`src/sv/ccs_pkg.sv`:
```
// shared constants and types for the chaikin curve subdivider
package ccs_pkg;

  localparam int MAX_PASSES  = 4;
  localparam int COORD_WIDTH = 16;
  localparam int NUM_AXES    = 3;
  localparam int NUM_SLOTS   = 4;
  localparam int SLOT_W      = $clog2(NUM_SLOTS);
  localparam int PASS_W      = 3;
  localparam int CFG_IDX_W   = 2;
  localparam int CFG_DATA_W  = 3;

  localparam logic [CFG_IDX_W-1:0] CFG_CLOSED = CFG_IDX_W'(0);
  localparam logic [CFG_IDX_W-1:0] CFG_PASSES = CFG_IDX_W'(1);

  typedef logic signed [COORD_WIDTH-1:0] coord_t;
  typedef coord_t [NUM_AXES-1:0] point_t;

  typedef struct packed {
    point_t pt;
    logic   fin;
  } vertex_t;

  typedef struct packed {
    logic bypass;
    logic closed;
    logic clear;
  } stage_ctrl_t;

endpackage

```
`src/sv/ccs_lane.sv`:
```
// one coordinate lane: both corner cuts for the open segment and the closing segment
module ccs_lane import ccs_pkg::*; (
  input  coord_t prev,
  input  coord_t cur,
  input  coord_t first,
  output coord_t cut_a,
  output coord_t cut_b,
  output coord_t close_a,
  output coord_t close_b
);

  localparam int SUM_W = COORD_WIDTH + 2;

  logic signed [SUM_W-1:0] prev_e, cur_e, first_e;
  logic signed [SUM_W-1:0] sum_a, sum_b, sum_c, sum_d;

  assign prev_e  = SUM_W'(prev);
  assign cur_e   = SUM_W'(cur);
  assign first_e = SUM_W'(first);

  // 3p+q and p+3q, floor of quarter taken by dropping two low bits
  assign sum_a = (prev_e <<< 1) + prev_e + cur_e;
  assign sum_b = prev_e + (cur_e <<< 1) + cur_e;
  assign sum_c = (cur_e <<< 1) + cur_e + first_e;
  assign sum_d = cur_e + (first_e <<< 1) + first_e;

  assign cut_a   = sum_a[SUM_W-1:2];
  assign cut_b   = sum_b[SUM_W-1:2];
  assign close_a = sum_c[SUM_W-1:2];
  assign close_b = sum_d[SUM_W-1:2];

endmodule

```
`src/sv/ccs_stage.sv`:
```
// one chaikin pass: per-axis lanes, merged into up to four queued vertices
module ccs_stage import ccs_pkg::*; (
  input  logic        clk,
  input  logic        rst_n,
  input  stage_ctrl_t ctrl,
  input  logic        in_valid,
  output logic        in_ready,
  input  vertex_t     in_vtx,
  output logic        out_valid,
  input  logic        out_ready,
  output vertex_t     out_vtx,
  output logic        started
);

  logic                 started_r, started_nxt;
  point_t               first_r, prev_r;
  vertex_t              slot_r [NUM_SLOTS];
  logic [NUM_SLOTS-1:0] mask_r, mask_nxt, mask_new;
  logic [SLOT_W-1:0]    sel;
  logic                 last, take;
  point_t               first_eff, cut_a, cut_b, close_a, close_b;

  assign first_eff = started_r ? first_r : in_vtx.pt;

  for (genvar g = 0; g < NUM_AXES; g++) begin : g_lane
    ccs_lane u_lane (
      .prev    (prev_r[g]),
      .cur     (in_vtx.pt[g]),
      .first   (first_eff[g]),
      .cut_a   (cut_a[g]),
      .cut_b   (cut_b[g]),
      .close_a (close_a[g]),
      .close_b (close_b[g])
    );
  end

  // lowest pending slot goes out first
  always_comb begin
    sel = '0;
    for (int i = NUM_SLOTS - 1; i >= 0; i--) begin
      if (mask_r[i]) sel = SLOT_W'(i);
    end
  end

  assign last      = (mask_r & (mask_r - 1'b1)) == '0;
  assign out_valid = |mask_r;
  assign out_vtx   = slot_r[sel];
  assign in_ready  = !(|mask_r) || (last && out_ready);
  assign take      = in_valid && in_ready;
  assign started   = started_r;

  always_comb begin
    if (ctrl.bypass) begin
      mask_new = NUM_SLOTS'(1);
    end else begin
      mask_new[0] = started_r || !ctrl.closed;
      mask_new[1] = started_r;
      mask_new[2] = in_vtx.fin;
      mask_new[3] = in_vtx.fin && ctrl.closed;
    end
  end

  always_comb begin
    mask_nxt = mask_r;
    if (take) begin
      mask_nxt = mask_new;
    end else if (out_valid && out_ready) begin
      mask_nxt = mask_r & (mask_r - 1'b1);
    end
  end

  always_comb begin
    started_nxt = started_r;
    if (take && !ctrl.bypass) started_nxt = !in_vtx.fin;
    if (ctrl.clear) started_nxt = 1'b0;
  end

  always_ff @(posedge clk) begin
    if (!rst_n) begin
      mask_r    <= '0;
      started_r <= 1'b0;
    end else begin
      mask_r    <= mask_nxt;
      started_r <= started_nxt;
    end
  end

  always_ff @(posedge clk) begin
    if (take) begin
      if (ctrl.bypass) begin
        slot_r[0] <= in_vtx;
      end else begin
        slot_r[0] <= '{pt: started_r ? cut_a : in_vtx.pt, fin: 1'b0};
        slot_r[1] <= '{pt: cut_b, fin: 1'b0};
        slot_r[2] <= ctrl.closed ? vertex_t'{pt: close_a, fin: 1'b0}
                                 : vertex_t'{pt: in_vtx.pt, fin: 1'b1};
        slot_r[3] <= '{pt: close_b, fin: 1'b1};
        prev_r    <= in_vtx.pt;
        if (!started_r) first_r <= in_vtx.pt;
      end
    end
  end

endmodule

```
`config.mk`:
```
export PLATFORM = sky130hd
export DESIGN_NAME = ccs_stage
export DESIGN_NICKNAME = d
export VERILOG_FILES = /design/src/sv/ccs_pkg.sv /design/src/sv/ccs_lane.sv /design/src/sv/ccs_stage.sv
export SDC_FILE = /design/constraint.sdc
export NUM_CORES = 1
export LEC_CHECK = 0
export BUFFER_PORTS_ARGS = -buffer_cell sky130_fd_sc_hd__buf_4
export CAP_MARGIN = 10
export CORE_MARGIN = 3
export CORE_UTILIZATION = 60
export DETAILED_ROUTE_END_ITERATION = 6
export PLACE_DENSITY = 0.8
export SYNTH_ARGS = -nofsm -noshare
export SYNTH_HDL_FRONTEND = slang
export SYNTH_SLANG_ARGS = --single-unit
```
`constraint.sdc`:
```
create_clock -name clk -period 31.8 [get_ports clk]
set_clock_uncertainty 0.2 [all_clocks]
set_input_delay 9.54 -clock clk [delete_from_list [all_inputs] [get_ports clk]]
set_output_delay 9.54 -clock clk [all_outputs]
set_load 0.03 [all_outputs]
```
==> run summary, run 1 <==
=====================================================================================
Outcome ................................................................ finished clean
Number of rows in the core area ........................................           72
Distinct cell type count after synthesis ...............................           91
Post-CTS Hold Fix Bufs .................................................            0
Syn nets ...............................................................         2440
Final worst setup slack ................................................     11.51 ns
Floorplan die width ....................................................       207 µm
Final Core Density .....................................................        67.8%
Flip-flop and latch count after synthesis ..............................          295
Period utilisation layout ..............................................        63.8%
Clock-pin slew of the registers on the worst-case setup and hold paths .      0.06 ns
Dominant cells by area after synthesis ................................. edfxtp_1, fa_1, ha_1
Type of element capturing the critical path ............................  output port
Die outline height .....................................................       207 µm
RSZ-0062 raised after global routing ...................................        false
Type of the most critical hold path .................................... flop to flop
Worst path arrival time ................................................     10.55 ns
Gpl congestion .........................................................        0.874
Wirelength per Cell ....................................................      20.5 µm
Wire length of the first global-routing pass ...........................     89500 µm
Core region area .......................................................    39300 µm²
Commonest register cell after synthesis ................................     edfxtp_1
Number of global-route vias before repair ..............................        17600
Leakage ................................................................      10.4 nW
Type of the worst setup path ........................................... input pin to output port
Worst relative slew slack ..............................................        28.7%
Maximum buffer depth of the clock tree .................................            3
Share of post-route cells with drive strength above 1 ..................        15.0%
Final-stage net count ..................................................         2543
Port buffer count ......................................................          107
Global-route total usage across every layer ............................        26.1%
Share of Yosys cell area claimed by the top area cell type .............        36.0%
Worst IR Drop VDD ......................................................    0.0390 mV
Total Die Area .........................................................    42800 µm²
Initial Utilization ....................................................        61.6%
Setup TNS Final ........................................................         0 ns
Top Ports ..............................................................          108
Average cell area after synthesis ......................................     12.0 µm²
Master cell of the clock root buffer ...................................    clkbuf_16
GRT overflow ...........................................................            0
Initial antenna violation count ........................................            1
Cell taking the most area after synthesis ..............................     edfxtp_1
Detailed-routed wire length on met3 ....................................      2930 µm
Post_cts resized .......................................................            0
Number of cells on the worst reg-to-reg path ...........................           14
Via count ..............................................................        16800
Clk_lat worst skew .....................................................      0.52 ns
Worst setup slack after placement ......................................     11.51 ns
Number of stages on the worst hold path ................................            2
Diode insertion count for antenna repair ...............................            0
Synth async-reset ratio ................................................           0%
Maximum frequency from static timing analysis ..........................   0.0493 GHz
Data required, critical path ...........................................     22.06 ns
Count of synthesis-stage warnings from yosys ...........................            0
Final Routed Wirelength ................................................     54600 µm
Synthesis-to-layout area growth ........................................        10.1%
Syn Std Cell Area ......................................................    24200 µm²
Endpoints failing setup ................................................            0
Hpwl dp ................................................................     39600 µm
Max capacitance violation total ........................................            0
Time the final worst path needs with I/O delays and setup ..............     20.29 ns
Clock tree from TritonCTS ..............................................         done
Number of synthesized flops with an enable pin .........................          290
TritonCTS Sinks ........................................................          295
Sequential element share of the synthesized area .......................        36.4%
Vias per inst ..........................................................         6.32
Final count of hold timing violations ..................................            0
Number of slew-limit violations in the final report ....................            0
Depth of the CTS H-tree ................................................            2
Number of detailed-route iterations in the first pass ..................            5
Number of filler instances in the final layout .........................         2894
Startpoint kind of the worst setup timing path .........................    input pin
Synth Instances ........................................................         2012
Remaining routing DRC violations .......................................            0
Routed wire length on met2 .............................................     27300 µm
Wl on met1 .............................................................     22600 µm
Highest Signal Layer ...................................................         met5
Post-CTS Setup Repair Bufs .............................................            0
Maximum number of pins on one net before global-route repair ...........          169
Worst-Margin Slew ......................................................      1.07 ns
Detail Route Antenna Nets ..............................................            0
Total power density per cell area ......................................  58.9 nW/µm²
TritonCTS buffer count .................................................           36
DRC marker count from the first detailed-route iteration ...............         1303
Highest fanout seen on the critical path ...............................            4
=====================================================================================
synth_stat cells, types with 18 or more instances:
cell	instances
nor2_1	97
fa_1	192
mux2_2	70
and3_1	25
o21ai_0	61
ha_1	180
o21a_1	34
mux4_2	48
xor2_1	59
o21ai_1	47
a21o_1	66
edfxtp_1	290
nand2_1	131
a211oi_1	18
nor3_1	34
clkbuf_1	34
nand3_1	29
inv_1	68
a21oi_1	133
o21bai_1	23
xnor2_1	95
cell usage in the layout (no fill, tap or decap), types with 7 or more instances in the layout:
cell,count
xnor2_1,95
o21ai_1,47
o211ai_1,9
mux2_2,70
a2111oi_0,7
nand2b_1,14
nand2_1,131
o21a_1,34
o21bai_1,23
nor2b_1,16
a21o_1,66
clkinv_2,8
clkbuf_16,37
o21ai_0,61
and2_1,12
a21oi_1,133
ha_1,180
nor2_1,95
buf_4,114
inv_1,68
nor3_1,33
mux2i_1,10
a211oi_1,18
and3_1,25
edfxtp_1,290
fa_1,192
nand3_1,29
xor2_1,59
o31ai_1,11
nand4_1,14
o311ai_1,7
a31oi_1,17
or3_1,8
mux4_2,48
registers in the layout (all words and copies together) (netlist names):
register,flops
prev_r,48
slot_r,194
mask_r,4
first_r,48
started,1
through the flow:
step,std cells,power [mW],hold slack (ns),cell area [µm²]
finish,2657,1.57,0.324,26600
global route,2657,1.66,0.377,26600
CTS,2657,1.57,0.323,26600
detailed placement,2595,1.18,0.313,25600
global placement,2595,1.15,0.301,25600
floorplan,2012,1.02,0.281,24200
report_power, final:
part | total [mW] | internal [mW] | switching (mW) | leakage (nW)
clock network | 0.388 | 0.221 | 0.167 | 0.528
logic | 0.654 | 0.277 | 0.376 | 7.06
registers | 0.528 | 0.508 | 0.0197 | 2.79
layer usage:
| layer | up-vias | global-route usage, % |
|---|---|---|
| li1 | 7829 | - |
| met1 | 8337 | 34.5 |
| met2 | 509 | 44.9 |
| met3 | 120 | 3.34 |
| met4 | 2 | 9.08 |
| met5 | - | 0 |
layout make-up:
cell class / count / area [µm²] / area share, %
clock buffer: 42 / 945 / 3.54
timing repair buffer: 115 / 876 / 3.29
clock inverter: 20 / 138 / 0.516
inverter: 68 / 255 / 0.958
tap: 518 / 648 / 2.43
multi-input combinational: 1599 / 15000 / 56.2
sequential: 295 / 8810 / 33.1
final timing paths:
check	from	end	slack, ns
setup reg to reg	started	slot_r[2][32]	26.71
hold reg to reg	mask_r[2]	mask_r[2]	0.32
hold / removal	mask_r[2]	mask_r[2]	0.32
setup / recovery	out_ready	in_ready	11.51
cell families after synthesis:
logic type	Yosys count	share of synthesized area [%]
buffers and inverters	118	1.88
AND/OR/NAND/NOR	427	8.69
multiplexers	128	8.13
AO/OA/AOI/OAI	517	14.1
flip-flops	295	36.4
XOR/XNOR	154	5.57
adder cells (fa/ha/maj)	373	25.2
critical path, cell delays in order:
cell and delay, ns:
buf_4 0.10, inv_1 0.05, maj3_1 0.40, nor3_1 0.15
nor2_1 0.11, inv_1 0.06, buf_4 0.15
Power figures use the tool's default switching activity.
==> run 2: changes to the inputs <==
- ABC_AREA: unset -> 1
- clock period: 31.8 -> 20.2 ns (I/O delays scaled with it)
==> run 2 against run 1 <==
Compared with the run above:
- die area rose by 5.7%
- non-clock buffer count up 4
- flip-flop and latch count is the same
- clock-buffer cell count is the same
- critical path depth shrank 3
- total power increased by 86%
- routed wire length rose by 33%
- critical path type unchanged
- largest cell class unchanged
- highest routed layer is now met4
==> run summary, run 2 <==
=====================================================================================
Outcome ................................................................ finished clean
Max FFs per register ...................................................          194
DRC marker count from the first detailed-route iteration ...............         1836
Wire length of the first global-routing pass ...........................    113000 µm
Distinct cell type count after synthesis ...............................           45
Master cell of the clock root buffer ...................................    clkbuf_16
Final Core Density .....................................................        66.9%
Worst IR Drop VDD ......................................................    0.0962 mV
Period utilisation layout ..............................................        64.3%
Remaining routing DRC violations .......................................            0
Worst relative slew slack ..............................................        33.0%
Leakage ................................................................      12.4 nW
Dominant cells by area after synthesis ................................. edfxtp_1, fa_1, nand2_1
Floorplan die width ....................................................       213 µm
Flip-flop and latch count after synthesis ..............................          295
Commonest register cell after synthesis ................................     edfxtp_1
List of cells traversed by the critical path ........................... buf_4, nand3_1, o21ai_4, buf_4
Hpwl dp ................................................................     55200 µm
Final count of hold timing violations ..................................            0
Leading cell types in the layout, fill and taps excluded ............... nand2_1, nor2_1, inv_1
Endpoints failing setup ................................................            0
Final Routed Wirelength ................................................     72400 µm
Max capacitance violation total ........................................            0
Syn Std Cell Area ......................................................    25600 µm²
Most flops, register ...................................................       slot_r
Port buffer count ......................................................          107
Detail Route Antenna Nets ..............................................            0
Clock tree from TritonCTS ..............................................         done
Buffers and inverters on the worst path ................................            2
Type of the worst setup path ........................................... input pin to output port
TritonCTS Sinks ........................................................          295
Worst-Margin Slew ......................................................      1.01 ns
Setup TNS Final ........................................................         0 ns
Maximum number of pins on one net before global-route repair ...........           99
Post-CTS Setup Repair Bufs .............................................            0
Die outline height .....................................................       213 µm
Vias per inst ..........................................................         5.98
RSZ-0062 raised after global routing ...................................        false
Sequential element share of the synthesized area .......................        34.4%
Type of element capturing the critical path ............................  output port
Syn nets ...............................................................         3402
Maximum frequency from static timing analysis ..........................   0.0769 GHz
Largest registers ...................................................... slot_r (194), first_r (48), prev_r (48)
Largest incremental delay on the critical path .........................      0.18 ns
Design Power ...........................................................      2.92 mW
Final-stage net count ..................................................         3499
Number of global-route vias before repair ..............................        21100
Kind of cell adding the most delay to the critical path ................ buffers and inverters
Share of Yosys cell area claimed by the top area cell type .............        34.0%
Initial Utilization ....................................................        61.0%
Clock-pin slew of the registers on the worst-case setup and hold paths .      0.06 ns
Synth Instances ........................................................         2974
Average cell area after synthesis ......................................     8.62 µm²
Number of slew-limit violations in the final report ....................            0
Time the final worst path needs with I/O delays and setup ..............     13.00 ns
Synth async-reset ratio ................................................           0%
TritonCTS buffer count .................................................           37
Final cell area excluding filler cells .................................    28100 µm²
Top Ports ..............................................................          108
Share of post-route cells with drive strength above 1 ..................        6.24%
Max stage delay cell, worst path .......................................      o21ai_4
Initial antenna violation count ........................................            1
Leading post-synthesis cells by instance count ......................... nand2_1, nor2_1, inv_1
Number of synthesized flops with an enable pin .........................          290
Depth of the CTS H-tree ................................................            2
Placed cell areas ......................................................    26900 µm²
Synthesis-to-layout area growth ........................................        9.73%
Count of synthesis-stage warnings from yosys ...........................            0
Total power density per cell area ......................................   104 nW/µm²
Most common cell after layout, fill and taps aside .....................      nand2_1
Core region area .......................................................    42000 µm²
Post_cts resized .......................................................            0
Cell taking the most area after synthesis ..............................     edfxtp_1
Wirelength per Cell ....................................................      19.9 µm
Worst path arrival time ................................................      6.74 ns
Clk_lat worst skew .....................................................      0.55 ns
Post-Route Hold Slack ..................................................     0.315 ns
Data required, critical path ...........................................     13.94 ns
Critical Path Most Common Cell .........................................        buf_4
Gpl congestion .........................................................        0.968
Post-CTS Hold Fix Bufs .................................................            0
Number of detailed-route iterations in the first pass ..................            5
Highest fanout seen on the critical path ...............................            3
Type of the most critical hold path .................................... flop to flop
Leading cell type by number of instances after synthesis ...............      nand2_1
Startpoint kind of the worst setup timing path .........................    input pin
Global-route total usage across every layer ............................        32.3%
Number of rows in the core area ........................................           75
GRT overflow ...........................................................            0
Maximum buffer depth of the clock tree .................................            3
Total Die Area .........................................................    45200 µm²
Via count ..............................................................        21800
=====================================================================================
## run 2: cell count changes after synthesis, moves of 21 or more
cell,before,now
a21o_1,66,25
a21oi_1,133,186
and3_1,25,4
inv_1,68,294
mux2_2,70,0
mux4_2,48,0
nand2_1,131,716
nand3_1,29,176
nor2_1,97,322
o21a_1,34,13
o21ai_0,61,194
o21ai_1,47,25
o32ai_1,0,48
xnor2_1,95,32
## run 2: logic make-up after synthesis
family	Yosys count	share of synthesized area, %
buffers and inverters	362	5.52
adders and majority gates	372	23.8
DFF	295	34.4
and+or+nand+nor	1306	20.9
xor gates and xnor gates	96	3.28
AOI/OAI and AO/OA	543	12.2
## run 2: final cells by class
cell class	count	area, µm²
multi-input combinational	2317	15400
clock buffer	42	945
sequential	295	8810
antenna	1	2.50
fill	3478	13900
tap	539	674
inverter	301	1130
clock inverter	21	240
timing repair buffer	119	893
## run 2: stage by stage
step | std cells | worst slack [ns]
after floorplan | 2974 | 2.34
after global placement | 3571 | 7.23
after detailed placement | 3571 | 7.23
after CTS | 3634 | 7.23
after global routing | 3634 | 7.20
final | 3635 | 7.20
## run 2: tightest hold or removal path, delay by kind of cell (launching register included)
| kind | cells | cell delay (ns) |
|---|---|---|
| AOI/OAI and AO/OA | 1 | 0.05 |
| DFF | 1 | 0.34 |
| and+or+nand+nor | 1 | 0.08 |
## run 2: routing by layer
layer  GRT usage, %  routed length, µm  up-vias
met5              0                  0        -
met3           5.45               5440      177
met2           52.8              33900      855
li1               -                  -    10300
met4           12.8               3080        0
met1           43.6              30000    10400
## run 2: path summary, 6_finish.rpt
kind                                 from             to  slack [ns]  cells past startpoint
worst max-delay path            out_ready       in_ready        7.20                      4
worst min-delay path            mask_r[3]      mask_r[3]        0.32                      2
worst max register to register    started  slot_r[3][16]       15.44                     14
worst min register to register  mask_r[3]      mask_r[3]        0.32                      2
## run 2: report_power, final
part | total [mW] | internal (mW) | switching [mW]
Clock | 0.670 | 0.399 | 0.271
Combinational | 1.41 | 0.477 | 0.932
Sequential | 0.841 | 0.804 | 0.0364
Total | 2.92 | 1.68 | 1.24
